$ cat config.mk
export PLATFORM = sky130hd
export DESIGN_NAME = clock_page_replacement_unit_flat
export DESIGN_NICKNAME = d
export VERILOG_FILES = /design/src/hw/rtl/cpr_pkg.sv /design/src/hw/rtl/cpr_if.sv /design/src/hw/rtl/cpr_ctrl.sv /design/src/hw/rtl/cpr_datapath.sv /design/src/hw/rtl/clock_page_replacement_unit.sv /design/src/flat_wrapper.sv
export SDC_FILE = /design/constraint.sdc
export NUM_CORES = 1
export LEC_CHECK = 0
export BUFFER_PORTS_ARGS = -buffer_cell sky130_fd_sc_hd__buf_2
export CAP_MARGIN = 20
export CORE_MARGIN = 1.5
export CORE_UTILIZATION = 67
export DETAILED_ROUTE_END_ITERATION = 16
export HOLD_SLACK_MARGIN = 0.02
export PLACE_DENSITY = 0.88
export SLEW_MARGIN = 20
export SYNTH_ARGS = -nofsm -noshare
export SYNTH_HDL_FRONTEND = slang
export SYNTH_SLANG_ARGS = --single-unit
$ cat constraint.sdc
create_clock -name clk -period 6.1 [get_ports clk]
set_clock_uncertainty 0.1 [all_clocks]
set_input_delay 0.915 -clock clk [delete_from_list [all_inputs] [get_ports clk]]
set_output_delay 0.915 -clock clk [all_outputs]
set_load 0.005 [all_outputs]
$ cat src/hw/rtl/cpr_pkg.sv
`timescale 1ns / 1ps
// ---------------------------------------------------------------------------
// Clock page replacement - shared package
// Widths, defaults, result codes and the controller/datapath handshake types.
// ---------------------------------------------------------------------------
package cpr_pkg;

  localparam int DEF_MAX_FRAMES = 16;
  localparam int DEF_PAGE_BITS  = 16;

  localparam int CFG_W     = 5;
  localparam int FAULT_W   = 32;
  localparam int OUTCOME_W = 2;

  localparam logic [CFG_W-1:0] CFG_RESET = 5'd4;

  typedef enum logic [OUTCOME_W-1:0] {
    OUT_FILL  = 2'd0,
    OUT_HIT   = 2'd1,
    OUT_FAULT = 2'd2
  } cpr_outcome_t;

  // controller -> datapath
  typedef struct packed {
    logic capture;  // latch the incoming page
    logic resolve;  // lookup: hit, fill or start of a fault
    logic step;     // one clock hand step of the sweep
  } cpr_cmd_t;

  // datapath -> controller
  typedef struct packed {
    logic need_sweep;  // miss with every active frame full
    logic victim;      // use bit under the hand is clear
  } cpr_sts_t;

  function automatic int idx_width(input int frames);
    return (frames > 1) ? $clog2(frames) : 1;
  endfunction

endpackage

$ cat src/hw/rtl/cpr_if.sv
`timescale 1ns / 1ps
// ---------------------------------------------------------------------------
// Clock page replacement - channel interfaces
// Page reference channel and result channel, valid/ready handshake.
// ---------------------------------------------------------------------------
interface cpr_req_if #(
  parameter int PAGE_BITS = cpr_pkg::DEF_PAGE_BITS
);
  logic                 valid;
  logic                 ready;
  logic [PAGE_BITS-1:0] page;

  modport source (output valid, output page, input ready);
  modport sink   (input valid, input page, output ready);
endinterface

interface cpr_rsp_if #(
  parameter int PAGE_BITS = cpr_pkg::DEF_PAGE_BITS,
  parameter int IDX_W     = cpr_pkg::idx_width(cpr_pkg::DEF_MAX_FRAMES)
);
  import cpr_pkg::*;
  logic                 valid;
  logic                 ready;
  logic [OUTCOME_W-1:0] outcome;
  logic [IDX_W-1:0]     frame_index;
  logic [PAGE_BITS-1:0] evicted_page;
  logic [FAULT_W-1:0]   fault_total;

  modport source (output valid, output outcome, output frame_index, output evicted_page,
                  output fault_total, input ready);
  modport sink   (input valid, input outcome, input frame_index, input evicted_page,
                  input fault_total, output ready);
endinterface

$ cat src/hw/rtl/cpr_ctrl.sv
`timescale 1ns / 1ps
// ---------------------------------------------------------------------------
// Clock page replacement - controller
// Sequences capture, lookup and the hand sweep; owns the result valid flag.
// ---------------------------------------------------------------------------
module cpr_ctrl (
  input  logic             clk,
  input  logic             rst,
  input  logic             req_valid,
  output logic             req_ready,
  output logic             rsp_valid,
  input  logic             rsp_ready,
  output cpr_pkg::cpr_cmd_t cmd,
  input  cpr_pkg::cpr_sts_t sts
);
  import cpr_pkg::*;

  typedef enum logic [1:0] {
    ST_IDLE,
    ST_LOOKUP,
    ST_SWEEP
  } state_t;

  state_t state;
  logic   slot_free;
  logic   done;

  // output register may still hold the previous beat
  assign slot_free = !rsp_valid || rsp_ready;
  assign req_ready = (state == ST_IDLE);

  always_comb begin
    cmd         = '0;
    cmd.capture = req_valid && req_ready;
    cmd.resolve = (state == ST_LOOKUP) && slot_free;
    cmd.step    = (state == ST_SWEEP);
  end

  // result ready: hit or fill at lookup, or the victim found by the sweep
  assign done = (cmd.resolve && !sts.need_sweep) || (cmd.step && sts.victim);

  always_ff @(posedge clk) begin
    if (rst) begin
      state     <= ST_IDLE;
      rsp_valid <= 1'b0;
    end else begin
      if (done) begin
        rsp_valid <= 1'b1;
      end else if (rsp_valid && rsp_ready) begin
        rsp_valid <= 1'b0;
      end
      unique case (state)
        ST_IDLE: begin
          if (cmd.capture) begin
            state <= ST_LOOKUP;
          end
        end
        ST_LOOKUP: begin
          if (cmd.resolve) begin
            if (sts.need_sweep) begin
              state <= ST_SWEEP;
            end else begin
              state <= ST_IDLE;
            end
          end
        end
        ST_SWEEP: begin
          // slot was free at lookup and nothing has filled it since
          if (sts.victim) begin
            state <= ST_IDLE;
          end
        end
        default: state <= ST_IDLE;
      endcase
    end
  end

endmodule

$ cat src/hw/rtl/cpr_datapath.sv
`timescale 1ns / 1ps
// ---------------------------------------------------------------------------
// Clock page replacement - datapath
// Frame table, use bits, clock hand, fault counter and result registers.
// ---------------------------------------------------------------------------
module cpr_datapath #(
  parameter int MAX_FRAMES = cpr_pkg::DEF_MAX_FRAMES,
  parameter int PAGE_BITS  = cpr_pkg::DEF_PAGE_BITS,
  parameter int IDX_W      = cpr_pkg::idx_width(cpr_pkg::DEF_MAX_FRAMES)
) (
  input  logic                        clk,
  input  logic                        rst,
  input  logic                        cfg_we,
  input  logic [cpr_pkg::CFG_W-1:0]   cfg_data,
  input  logic [PAGE_BITS-1:0]        req_page,
  input  cpr_pkg::cpr_cmd_t           cmd,
  output cpr_pkg::cpr_sts_t           sts,
  output logic [cpr_pkg::OUTCOME_W-1:0] res_outcome,
  output logic [IDX_W-1:0]            res_index,
  output logic [PAGE_BITS-1:0]        res_evicted,
  output logic [cpr_pkg::FAULT_W-1:0] res_fault
);
  import cpr_pkg::*;

  localparam int CNT_W = $clog2(MAX_FRAMES + 1);
  localparam int NW    = (CFG_W > CNT_W) ? CFG_W : CNT_W;

  logic [CFG_W-1:0]     frame_count;
  logic [PAGE_BITS-1:0] page_reg;
  logic [PAGE_BITS-1:0] frame_page [MAX_FRAMES];
  logic [MAX_FRAMES-1:0] frame_valid;
  logic [MAX_FRAMES-1:0] use_bit;
  logic [CNT_W-1:0]     fill_count;
  logic [IDX_W-1:0]     hand;
  logic [FAULT_W-1:0]   fault_count;

  logic [NW-1:0]        n_wide;
  logic [CNT_W-1:0]     n_act;
  logic                 hit;
  logic [IDX_W-1:0]     hit_idx;
  logic                 fill_ok;
  logic [IDX_W-1:0]     fill_idx;
  logic [IDX_W-1:0]     hand_wrap;
  logic [CNT_W-1:0]     hand_inc;
  logic [IDX_W-1:0]     hand_adv;
  logic                 sat;

  // active frame count, clamped to 1..MAX_FRAMES
  always_comb begin
    if (frame_count == '0) begin
      n_wide = NW'(1);
    end else if (NW'(frame_count) > NW'(MAX_FRAMES)) begin
      n_wide = NW'(MAX_FRAMES);
    end else begin
      n_wide = NW'(frame_count);
    end
  end
  assign n_act = n_wide[CNT_W-1:0];

  // parallel tag compare, lowest matching frame wins
  always_comb begin
    hit     = 1'b0;
    hit_idx = '0;
    for (int i = MAX_FRAMES - 1; i >= 0; i--) begin
      if (frame_valid[i] && (CNT_W'(i) < n_act) && (frame_page[i] == page_reg)) begin
        hit     = 1'b1;
        hit_idx = IDX_W'(i);
      end
    end
  end

  assign fill_ok   = (fill_count < n_act);
  assign fill_idx  = fill_count[IDX_W-1:0];
  assign hand_wrap = (CNT_W'(hand) >= n_act) ? '0 : hand;
  assign hand_inc  = CNT_W'(hand) + CNT_W'(1);
  assign hand_adv  = (hand_inc >= n_act) ? '0 : hand_inc[IDX_W-1:0];
  assign sat       = (fault_count == '1);

  always_comb begin
    sts            = '0;
    sts.need_sweep = !hit && !fill_ok;
    sts.victim     = !use_bit[hand];
  end

  // control state
  always_ff @(posedge clk) begin
    if (rst) begin
      frame_count <= CFG_RESET;
      frame_valid <= '0;
      use_bit     <= '1;
      fill_count  <= '0;
      hand        <= '0;
      fault_count <= '0;
    end else begin
      if (cfg_we) begin
        frame_count <= cfg_data;
      end
      if (cmd.resolve) begin
        if (hit) begin
          use_bit[hit_idx] <= 1'b1;
        end else if (fill_ok) begin
          frame_valid[fill_idx] <= 1'b1;
          fill_count            <= fill_count + CNT_W'(1);
        end else begin
          if (!sat) begin
            fault_count <= fault_count + FAULT_W'(1);
          end
          hand <= hand_wrap;
        end
      end
      if (cmd.step) begin
        if (use_bit[hand]) begin
          use_bit[hand] <= 1'b0;   // second chance
        end else begin
          use_bit[hand]     <= 1'b1;
          frame_valid[hand] <= 1'b1;
        end
        hand <= hand_adv;
      end
    end
  end

  // payload: frame table and result registers
  always_ff @(posedge clk) begin
    if (cmd.capture) begin
      page_reg <= req_page;
    end
    if (cmd.resolve) begin
      res_fault   <= fault_count;
      res_evicted <= '0;
      if (hit) begin
        res_outcome <= OUT_HIT;
        res_index   <= hit_idx;
      end else if (fill_ok) begin
        frame_page[fill_idx] <= page_reg;
        res_outcome          <= OUT_FILL;
        res_index            <= fill_idx;
      end
    end
    if (cmd.step && !use_bit[hand]) begin
      frame_page[hand] <= page_reg;
      res_outcome      <= OUT_FAULT;
      res_index        <= hand;
      res_evicted      <= frame_page[hand];
      res_fault        <= fault_count;
    end
  end

endmodule

$ cat src/hw/rtl/clock_page_replacement_unit.sv
`timescale 1ns / 1ps
// ---------------------------------------------------------------------------
// Clock page replacement unit - top level
// Second-chance page replacement over a small frame table.
// ---------------------------------------------------------------------------
// Usage:
//   req  : one page reference per beat (valid/ready).
//   rsp  : one result per reference: outcome, frame index, evicted page and
//          the running (saturating) fault count.
//   cfg  : cfg_we/cfg_data write the active frame count; write while idle.
// Result valid: a hit or a fill is resolved at lookup; a fault adds a sweep
//   of 1 to n+1 hand steps for n active frames, the sweep visiting one frame
//   per cycle.
// One reference in flight: a new beat is taken only once the controller is
//   back in idle after the last one's hit, fill or sweep.
// A finished result sits in the output register; the next reference is
//   accepted meanwhile and waits in lookup until the receiver takes the beat.
// Reset: frames empty, all use bits set, hand and fault count at zero,
//   frame count back to 4. No clearing pass is needed.
// ---------------------------------------------------------------------------
module clock_page_replacement_unit #(
  parameter int MAX_FRAMES = cpr_pkg::DEF_MAX_FRAMES,
  parameter int PAGE_BITS  = cpr_pkg::DEF_PAGE_BITS,
  parameter int IDX_W      = cpr_pkg::idx_width(MAX_FRAMES)
) (
  input  logic                      clk,
  input  logic                      rst,
  input  logic                      cfg_we,
  input  logic [cpr_pkg::CFG_W-1:0] cfg_data,
  cpr_req_if.sink                   req,
  cpr_rsp_if.source                 rsp
);
  import cpr_pkg::*;

  cpr_cmd_t cmd;
  cpr_sts_t sts;

  cpr_ctrl u_ctrl (
    .clk       (clk),
    .rst       (rst),
    .req_valid (req.valid),
    .req_ready (req.ready),
    .rsp_valid (rsp.valid),
    .rsp_ready (rsp.ready),
    .cmd       (cmd),
    .sts       (sts)
  );

  cpr_datapath #(
    .MAX_FRAMES (MAX_FRAMES),
    .PAGE_BITS  (PAGE_BITS),
    .IDX_W      (IDX_W)
  ) u_dp (
    .clk         (clk),
    .rst         (rst),
    .cfg_we      (cfg_we),
    .cfg_data    (cfg_data),
    .req_page    (req.page),
    .cmd         (cmd),
    .sts         (sts),
    .res_outcome (rsp.outcome),
    .res_index   (rsp.frame_index),
    .res_evicted (rsp.evicted_page),
    .res_fault   (rsp.fault_total)
  );

endmodule

$ cat src/flat_wrapper.sv
// flat-port wrapper written by rule: the top's interface ports become plain ports
module clock_page_replacement_unit_flat import cpr_pkg::*;
#(
  parameter int MAX_FRAMES = cpr_pkg::DEF_MAX_FRAMES,
  parameter int PAGE_BITS  = cpr_pkg::DEF_PAGE_BITS,
  parameter int IDX_W      = cpr_pkg::idx_width(MAX_FRAMES)
)
  (clk, rst, cfg_we, cfg_data, req_valid, req_page, req_ready, rsp_valid, rsp_outcome, rsp_frame_index, rsp_evicted_page, rsp_fault_total, rsp_ready);
  cpr_req_if #(.PAGE_BITS(PAGE_BITS)) req_i ();
  cpr_rsp_if #(.PAGE_BITS(PAGE_BITS), .IDX_W(IDX_W)) rsp_i ();
  input  logic clk;
  input  logic rst;
  input  logic cfg_we;
  input  logic [cpr_pkg::CFG_W-1:0] cfg_data;
  input wire logic [$bits(req_i.valid)-1:0] req_valid;
  input wire logic [$bits(req_i.page)-1:0] req_page;
  output wire logic [$bits(req_i.ready)-1:0] req_ready;
  output wire logic [$bits(rsp_i.valid)-1:0] rsp_valid;
  output wire logic [$bits(rsp_i.outcome)-1:0] rsp_outcome;
  output wire logic [$bits(rsp_i.frame_index)-1:0] rsp_frame_index;
  output wire logic [$bits(rsp_i.evicted_page)-1:0] rsp_evicted_page;
  output wire logic [$bits(rsp_i.fault_total)-1:0] rsp_fault_total;
  input wire logic [$bits(rsp_i.ready)-1:0] rsp_ready;
  assign req_i.valid = req_valid;
  assign req_i.page = req_page;
  assign req_ready = req_i.ready;
  assign rsp_valid = rsp_i.valid;
  assign rsp_outcome = rsp_i.outcome;
  assign rsp_frame_index = rsp_i.frame_index;
  assign rsp_evicted_page = rsp_i.evicted_page;
  assign rsp_fault_total = rsp_i.fault_total;
  assign rsp_i.ready = rsp_ready;
  clock_page_replacement_unit #(.MAX_FRAMES(MAX_FRAMES), .PAGE_BITS(PAGE_BITS), .IDX_W(IDX_W)) u_core (.clk(clk), .rst(rst), .cfg_we(cfg_we), .cfg_data(cfg_data), .req(req_i), .rsp(rsp_i));
endmodule
==> results.py, run 1 <==
metrics = {
    "timing": {
        "rsz0062_at_grt": "no",
        "fmax_mhz": 193.7,
        "worst_pin_slew_ns": 1.159,
        "post-route-period-util_pct": 84.63,
        "setup_tns_ns": 0,
        "holdWs_ns": 0.3767,
        "finalCriticalPeriod_ns": 5.163,
        "finalSetupViolCount": 0,
        "hold_viol": 0,
        "timing.final.max_slew_violations": 0,
        "setup_ws_ns": 0.9373,
        "slew_headroom_pct": 22.01,
    },
    "layout": {
        "drive_above_1_share_pct": 19.64,
        "antennaDiodeCount": 0,
        "biggestRegsByFlops": "u_core.u_dp.frame_page: 256 flops, u_core.u_dp.fault_count: 32 flops, u_core.u_dp.res_fault: 32 flops",
        "regMostFlops": "u_core.u_dp.frame_page",
        "area_growth_pct": 10.30,
        "largest_reg_flops": 256,
        "num-fill-cells": 1835,
        "final_nets": 1670,
        "post-route-util_pct": 75.70,
    },
    "synth": {
        "synth_top_area_share_pct": 47.45,
        "synth_flop_cell": "edfxtp_1",
        "yosysTopAreaCell": "edfxtp_1",
        "synth.avg_cell_area_um2": 13.27,
        "ys_ff_latch": 411,
        "yosys_warnings": 0,
        "synth_most_common_cell": "edfxtp_1",
        "synth_top_cells_by_area": "edfxtp_1, mux4_2, dfxtp_1",
        "synth_common_cells": "edfxtp_1, xor2_1, xnor2_1, dfxtp_1, mux4_2",
        "syn_inst": 1545,
        "syn_nets": 1593,
        "seq_area_frac_synth_pct": 55.95,
        "synth-async-reset-ratio_pct": 0,
        "ys_types": 72,
        "synth_area_um2": 20500,
        "synth_edf_count": 324,
    },
    "detailed_routing": {
        "drt_iter0_markers": 2128,
        "num_vias": 14220,
        "postRouteAntennaNets": 0,
        "drc": 0,
        "finalWirelength_mm": 56.92,
        "viasPerCell": 6.969,
        "firstDrtPassIters": 7,
        "wl_per_cell_um": 27.90,
    },
    "setup_path": {
        "max_stage_delay_ns": 1.09,
        "cpMaxStageDelayCell": "edfxtp_1",
        "r2r_cells": 11,
        "cp-end-kind": "flop",
        "startpoint_type": "flop",
        "crit_type": "reg2reg",
        "r2r-end": "u_core.u_dp.frame_page[10][13]",
        "path_depth": 11,
        "setup.reg_to_reg.worst_slack_ns": 0.94,
        "cp_max_fo": 24,
        "crit_chain": "xor2_1, nor4_1, nand3_1, a2111oi_1, and4b_1, nand4_1, nor3_1, buf_4, a32oi_1, nor2_1, buf_4",
        "required_ns": 6.27,
        "worst-path-buf-inv": 2,
        "path_delay_family": "compound AO/OA/AOI/OAI gates",
        "crit_start": "u_core.u_dp.page_reg[10]",
        "crit_end": "u_core.u_dp.frame_page[10][13]",
        "worstPathArrival_ns": 5.33,
        "worstReg2RegStart": "u_core.u_dp.page_reg[10]",
        "cpMostUsedCell": "buf_4",
    },
    "floorplan": {
        "die_w_um": 177.9,
        "die_area_um2": 31660,
        "rows": 63,
        "io_pins": 82,
        "die_h_um": 177.9,
        "initial_core_util_pct": 68.63,
        "core_area_um2": 29870,
    },
    "pwr": {
        "leakage_uw": 0.007466,
        "ir_drop_v": 0.0002637,
        "power_density_nw_per_um2": 265.2,
    },
    "placement": {
        "gp_congestion": 1.046,
        "io_buffer_count": 81,
        "dp_hpwl_mm": 40.55,
        "dp_slack_ns": 1.243,
    },
    "global_routing": {
        "overflow": 0,
        "antenna_found_initial": 2,
        "grt_pass1_wl_mm": 84.88,
        "grtUsageTotal_pct": 36.80,
        "grt_pass1_vias": 13600,
        "grt_max_degree": 54,
    },
    "clocking": {
        "path_clk_slew_ns": 0.06,
        "clockBufferDepth": 3,
        "hold_buffers": 0,
        "cts_tree": "built",
        "ctsRootBufferMaster": "clkbuf_16",
        "numCtsBuffers": 42,
        "cts_repair_resize_count": 0,
        "cts.sinks": 411,
        "clkLatencyLatePin_ns": 0.54,
        "htree_levels": 2,
        "postCtsSetupBuffers": 0,
    },
    "hold_path": {
        "hold_class": "reg2reg",
        "min_from": "u_core.u_dp.fault_count[27]",
    },
    "run_status": {
        "status": "finished clean",
    },
    "flow_run": {
        "maxCapViolCount": 0,
    },
}
## worst min path at each step
stage	slack, ns	to	depth (start not counted)
2_1_floorplan	0.31	u_core.u_dp.res_fault[2]	0
4_1_cts	0.38	u_core.u_dp.res_fault[27]	0
5_1_grt	0.39	u_core.u_dp.res_fault[14]	0
6_report	0.38	u_core.u_dp.res_fault[27]	0
3_5_place_dp	0.36	u_core.u_dp.res_fault[27]	0
3_3_place_gp	0.34	u_core.u_dp.res_fault[24]	0
## cells in the final DEF (no fill, tap or decap), types with 36 or more instances in the layout
master,n
nor2_1,67
xnor2_1,100
a21oi_1,43
buf_2,81
nand2_1,80
xor2_1,162
mux4_2,85
clkbuf_16,45
nor4_1,59
dfxtp_1,84
nand4_1,36
edfxtp_1,324
nand3_1,39
buf_4,46
## stage by stage
| stage | instances | total power, uW | instance area [um2] |
|---|---|---|---|
| after floorplan | 1545 | 3419 | 20500 |
| after global placement | 1967 | 3555 | 21280 |
| after detailed placement | 1968 | 3565 | 21300 |
| after CTS | 2040 | 5994 | 22610 |
| after global routing | 2040 | 6128 | 22620 |
| final | 2040 | 5997 | 22620 |
## cell families (layout without fill, tap and decap cells)
group                      after synthesis  count (layout)  share of synthesized area (%)
adders and majority gates               22              22                          1.343
muxes                                  102             102                          10.33
buffers and inverters                  110             215                          2.593
AOI/OAI and AO/OA                      166             166                          5.504
DFF                                    411             411                          55.95
xor gates and xnor gates               263             263                          11.27
and+or+nand+nor                        471             471                          13.01
## power breakdown
part | leakage, uW | switching, uW | internal (uW) | total [uW]
sequential | 0.00369 | 63.4 | 3060 | 3120
combinational | 0.00313 | 252 | 147 | 398
clock | 0.000644 | 1050 | 1430 | 2470
## routing by layer
layer	vias to the layer above	routed length, um	part of all wire (%)	GRT usage [%]
met5	-	27	0.047	0
met4	4	2973	5.2	17.61
met3	193	7053	12	8.805
met2	1045	26290	46	56.79
met1	6938	20570	36	49.44
li1	6036	-	-	-
## layout make-up
cell class                      count  area [um2]  area share [%]
Sequential cell                   411       11480           50.75
Tap cell                          390       488.0           2.158
Clock inverter                     15       105.1          0.4647
Clock buffer                       57        1211           5.355
Timing Repair Buffer              128       770.7           3.408
Inverter                           15       56.30          0.2490
Multi-Input combinational cell   1024        8507           37.62
No activity file was read; power rests on OpenSTA's default activity.
==> inputs of run 2 (changes only) <==
CORE_UTILIZATION = 56   (was 67)
PLACE_DENSITY = 0.79   (was 0.88)
clock period = 4.65 ns   (was 6.1 ns; I/O delays follow)
==> results.py, run 2 (synthesis results as in run 1) <==
metrics = {
    "clocking": {
        "hold_buffers": 0,
        "clkLatencyLatePin_ns": 0.56,
        "clockBufferDepth": 3,
        "cts_tree": "built",
        "ctsRootBufferMaster": "clkbuf_16",
        "htree_levels": 2,
        "numCtsBuffers": 42,
        "cts.sinks": 411,
        "path_clk_slew_ns": 0.07,
        "cts_repair_resize_count": 0,
        "postCtsSetupBuffers": 0,
    },
    "global_routing": {
        "grt_pass1_wl_mm": 88.32,
        "grt_pass1_vias": 13710,
        "antenna_found_initial": 4,
        "grtUsageTotal_pct": 31.49,
        "grt_max_degree": 54,
        "overflow": 0,
    },
    "detailed_routing": {
        "finalWirelength_mm": 59.25,
        "drt_iter0_markers": 1943,
        "firstDrtPassIters": 8,
        "wl_per_cell_um": 27.56,
        "num_vias": 14260,
        "postRouteAntennaNets": 0,
        "viasPerCell": 6.630,
        "drc": 0,
    },
    "placement": {
        "gp_congestion": 1.137,
        "dpl.cell_count": 2073,
        "dp_hpwl_mm": 43.37,
        "io_buffer_count": 81,
    },
    "setup_path": {
        "cpMaxStageDelayCell": "nor2_1",
        "r2r_cells": 13,
        "crit_chain": "buf_4, xnor2_1, o2111ai_1, nor4_1, buf_4, nor4_1, nand4_1, nor3_1, buf_4, a32oi_1, buf_4, nor2_1, buf_4",
        "cp-end-kind": "flop",
        "crit_type": "reg2reg",
        "path_delay_family": "simple AND/OR/NAND/NOR gates",
        "r2r-end": "u_core.u_dp.frame_page[8][7]",
        "crit_end": "u_core.u_dp.frame_page[8][7]",
        "worst-path-buf-inv": 5,
        "cp_max_fo": 14,
        "startpoint_type": "flop",
        "required_ns": 4.82,
        "worstReg2RegStart": "u_core.u_dp.page_reg[3]",
        "worstPathArrival_ns": 4.53,
        "max_stage_delay_ns": 0.84,
        "path_depth": 13,
        "cpMostUsedCell": "buf_4",
        "crit_start": "u_core.u_dp.page_reg[3]",
        "setup.reg_to_reg.worst_slack_ns": 0.29,
    },
    "layout": {
        "drive_above_1_share_pct": 22.10,
        "regMostFlops": "u_core.u_dp.frame_page",
        "multi_input_comb_area_um2": 8511,
        "final_nets": 1704,
        "final-seq-area_um2": 11480,
        "stdcell_count": 2150,
        "num-fill-cells": 2536,
        "biggestRegsByFlops": "u_core.u_dp.frame_page: 256 flops, u_core.u_dp.fault_count: 32 flops, u_core.u_dp.res_fault: 32 flops",
        "post-route-util_pct": 65.03,
        "layout_commonest_cell": "edfxtp_1",
        "most-common-layout-cells": "edfxtp_1, xor2_1, xnor2_1",
        "largest_reg_flops": 256,
        "area_growth_pct": 13.63,
    },
    "run_status": {
        "status": "finished clean",
    },
    "pwr": {
        "power.internal_uw": 6550,
        "ir_drop_v": 0.0004297,
        "leakage_uw": 0.007787,
        "power_density_nw_per_um2": 361.2,
        "pwr-share-comb_pct": 7.0,
        "p_clk_share_pct": 44.7,
        "power_switching_uw": 1866,
        "switching_share_pct": 22.17,
        "power_frac_seq_pct": 48.3,
    },
    "floorplan": {
        "rows": 69,
        "initial_core_util_pct": 57.23,
        "die_area_um2": 37770,
        "io_pins": 82,
        "die_w_um": 194.3,
        "die_h_um": 194.3,
        "core_area_um2": 35830,
    },
    "timing": {
        "fmax_mhz": 229.4,
        "setup_tns_ns": 0,
        "timing.final.max_slew_violations": 0,
        "rsz0062_at_grt": "no",
        "slew_headroom_pct": 20.67,
        "worst_pin_slew_ns": 1.181,
        "finalSetupViolCount": 0,
        "hold_viol": 0,
        "finalCriticalPeriod_ns": 4.359,
        "post-route-period-util_pct": 93.74,
    },
    "flow_run": {
        "maxCapViolCount": 0,
    },
    "hold_path": {
        "hold_class": "in2reg",
        "min_from": "req_page[7]",
    },
}
[run 2: cell count changes in the layout (fill, tap and decap cells not counted), sizes merged]
cell	change
clkinvlp	+1
clkinv	-3
inv	+2
bufinv	+7
clkbuf	-3
buf	+34
diode	+1
[run 2: metrics by stage]
step	total power, uW	instance area, um2	setup WS (ns)	hold slack [ns]
after global routing	8609	23290	0.1031	0.2067
after CTS	8428	23290	0.3810	0.1976
final	8415	23300	0.2911	0.2089
after global placement	4704	21740	0.5197	0.3435
after floorplan	4485	20500	0.7086	0.3064
after detailed placement	4718	21750	0.3866	0.3603
[run 2: how the worst min path moves through the flow]
stage                                 end  slack [ns]  depth (start not counted)
2_1_floorplan    u_core.u_dp.res_fault[2]        0.31                          0
3_3_place_gp   u_core.u_dp.res_outcome[1]        0.34                          1
3_5_place_dp   u_core.u_dp.res_outcome[1]        0.36                          1
4_1_cts           u_core.u_dp.page_reg[7]        0.20                          1
5_1_grt          u_core.u_dp.page_reg[12]        0.21                          1
6_report          u_core.u_dp.page_reg[7]        0.21                          1
[run 2: final cells by class]
class                           count  area share [%]
Clock buffer                       54           5.290
Tap cell                          461           2.476
Inverter                           15          0.2417
Clock inverter                     22           1.359
Sequential cell                   411           49.26
Antenna cell                        1         0.01074
Timing Repair Buffer              162           4.834
Multi-Input combinational cell   1024           36.53
[run 2: routing by layer]
metal  routed length (um)  vias up  global-route usage (%)
met3                 6664      167                   7.913
met5                   82        -                       0
li1                     -     6120                       -
met4                 3288        6                   15.54
met2                26420      914                   47.80
met1                22800     7048                   42.54
[run 2: power by group through the flow]
stage	Combinational, uW	Clock [uW]	Sequential, uW
4_1_cts	581	3780	4060
5_1_grt	626	3920	4070
6_report	591	3760	4060
3_3_place_gp	566	0	4140
2_1_floorplan	351	0	4130
3_5_place_dp	577	0	4140
==> inputs of run 3 (changes only) <==
CELL_PAD_IN_SITES_DETAIL_PLACEMENT = 1   (was not set)
CELL_PAD_IN_SITES_GLOBAL_PLACEMENT = 2   (was not set)
CORE_UTILIZATION = 40   (was 56)
==> results.py, run 3 (synthesis results as in run 1) <==
metrics = {
    "detailed_routing": {
        "wirelength_met1_mm": 27.55,
        "met3_wirelength_mm": 5.199,
        "postRouteAntennaNets": 0,
        "firstDrtPassIters": 7,
        "viasPerCell": 5.915,
        "drt_iter0_markers": 1543,
        "top_layer": "met4",
        "finalWirelength_mm": 65.82,
        "num_vias": 13910,
        "drc": 0,
        "wl_per_cell_um": 28.00,
        "dr_wl_met2_mm": 30.47,
    },
    "hold_path": {
        "hold_class": "in2reg",
        "hold_depth": 1,
        "min_to": "u_core.u_dp.page_reg[9]",
        "min_from": "req_page[9]",
    },
    "layout": {
        "biggestRegsByFlops": "u_core.u_dp.frame_page: 256 flops, u_core.u_dp.fault_count: 32 flops, u_core.u_dp.res_fault: 32 flops",
        "drive_above_1_share_pct": 20.56,
        "layout_commonest_cell": "edfxtp_1",
        "regMostFlops": "u_core.u_dp.frame_page",
        "most-common-layout-cells": "edfxtp_1, xor2_1, xnor2_1",
        "largest_reg_flops": 256,
        "area_growth_pct": 13.77,
        "final_nets": 1690,
    },
    "floorplan": {
        "core_area_um2": 50380,
        "rows": 82,
        "die_h_um": 229.4,
        "die_area_um2": 52630,
        "io_pins": 82,
        "initial_core_util_pct": 40.70,
        "die_w_um": 229.4,
    },
    "global_routing": {
        "grt_max_degree": 91,
        "overflow": 0,
        "grtUsageTotal_pct": 25.10,
        "grt_pass1_vias": 14220,
        "antenna_found_initial": 0,
        "grt_pass1_wl_mm": 96.97,
    },
    "setup_path": {
        "max_stage_delay_ns": 0.84,
        "r2r_cells": 12,
        "cp_max_fo": 18,
        "startpoint_type": "flop",
        "cpMostUsedCell": "buf_4",
        "worstPathArrival_ns": 4.60,
        "crit_type": "reg2reg",
        "worstReg2RegStart": "u_core.u_dp.page_reg[3]",
        "required_ns": 4.87,
        "setup.reg_to_reg.worst_slack_ns": 0.27,
        "r2r-end": "u_core.u_dp.frame_page[11][11]",
        "cpMaxStageDelayCell": "edfxtp_1",
        "crit_chain": "buf_12, xor2_1, nor4_1, nand2_1, or4_1, and4_1, nand4_1, nor3_1, buf_4, a31oi_1, nor2_1, buf_4",
        "cp-end-kind": "flop",
    },
    "timing": {
        "slew_headroom_pct": 26.90,
        "post-route-period-util_pct": 94.21,
        "fmax_mhz": 228.3,
        "hold_viol": 0,
        "setup_ws_ns": 0.2692,
        "setup_tns_ns": 0,
        "worst_pin_slew_ns": 1.096,
        "finalSetupViolCount": 0,
        "rsz0062_at_grt": "no",
        "timing.final.max_slew_violations": 0,
        "finalCriticalPeriod_ns": 4.381,
    },
    "run_status": {
        "status": "finished clean",
    },
    "pwr": {
        "total_power_uw": 8175,
        "power_frac_seq_pct": 49.8,
        "power_density_nw_per_um2": 350.4,
        "power_switching_uw": 1954,
        "power.internal_uw": 6221,
        "ir_drop_v": 0.0002653,
        "leakage_uw": 0.007651,
        "pwr-share-comb_pct": 7.3,
        "p_clk_share_pct": 42.9,
        "switching_share_pct": 23.90,
    },
    "clocking": {
        "cts.sinks": 411,
        "postCtsSetupBuffers": 0,
        "clkLatencyLatePin_ns": 0.60,
        "cts_tree": "built",
        "clockBufferDepth": 3,
        "ctsRootBufferMaster": "clkbuf_16",
        "htree_levels": 2,
        "hold_buffers": 0,
        "numCtsBuffers": 46,
        "cts_repair_resize_count": 0,
        "path_clk_slew_ns": 0.06,
    },
    "placement": {
        "dp_hpwl_mm": 48.31,
        "io_buffer_count": 81,
        "gp_congestion": 0.9377,
        "dp_slack_ns": 0.3236,
    },
    "flow_run": {
        "maxCapViolCount": 0,
    },
}
==> run 3: changes by cell type in the layout (fill, tap and decap cells not counted), sizes merged <==
cell      delta
buf         -18
bufinv       -6
clkbuf       +3
clkinv      +12
clkinvlp     -1
==> run 3: worst max path at each step <==
stage	start	endpoint	slack (ns)	cells after the start
2_1_floorplan	u_core.u_dp.page_reg[0]	u_core.u_dp.frame_page[11][0]	0.71	12
3_3_place_gp	u_core.u_dp.page_reg[3]	u_core.u_dp.frame_page[11][3]	0.51	12
3_5_place_dp	u_core.u_dp.page_reg[3]	u_core.u_dp.frame_page[11][3]	0.32	12
4_1_cts	u_core.u_dp.page_reg[3]	u_core.u_dp.frame_page[11][12]	0.29	12
5_1_grt	u_core.u_dp.page_reg[11]	u_core.u_dp.frame_page[11][11]	0.07	13
6_report	u_core.u_dp.page_reg[3]	u_core.u_dp.frame_page[11][11]	0.27	12
==> run 3: power by group through the flow <==
stage | registers, uW | logic, uW | clock network, uW
floorplan | 4130 | 351 | 0
global placement | 4150 | 576 | 0
detailed placement | 4150 | 588 | 0
CTS | 4070 | 591 | 3570
global route | 4080 | 634 | 3700
finish | 4070 | 597 | 3510
==> run 3: cell type report <==
class / instances / area, um2
Clock inverter: 27 / 193.9
Tap cell: 672 / 840.8
Inverter: 15 / 56.30
Clock buffer: 57 / 1234
Multi-Input combinational cell: 1024 / 8506
Timing Repair Buffer: 144 / 1018
Fill cell: 5120 / 27050
Sequential cell: 411 / 11480
Antenna cell: 1 / 2.502
==> run 3: per-stage QoR <==
| stage | cell area [um2] | util, % | hold slack (ns) | std cells |
|---|---|---|---|---|
| 5_1_grt | 23320 | 46.30 | 0.1664 | 2350 |
| 4_1_cts | 23320 | 46.30 | 0.1504 | 2350 |
| 6_report | 23330 | 46.31 | 0.1810 | 2351 |
| 3_3_place_gp | 21900 | 43.47 | 0.3411 | 2266 |
| 3_5_place_dp | 21900 | 43.47 | 0.3593 | 2266 |
| 2_1_floorplan | 20500 | - | 0.3064 | 1545 |
==> run 3: routing by layer <==
| metal | vias to the layer above | GRT usage (%) |
|---|---|---|
| met2 | 545 | 39.45 |
| met5 | - | 0 |
| met3 | 104 | 5.491 |
| met1 | 7167 | 33.54 |
| li1 | 6089 | - |
| met4 | 0 | 10.51 |
==> run 3: critical path, delay by kind of cell, from the launching register on <==
| family | cells | cell delay, ns |
|---|---|---|
| AOI/OAI and AO/OA | 1 | 0.65 |
| xor gates and xnor gates | 1 | 0.10 |
| DFF | 1 | 0.84 |
| and+or+nand+nor | 7 | 1.63 |
| buffers and inverters | 3 | 0.76 |
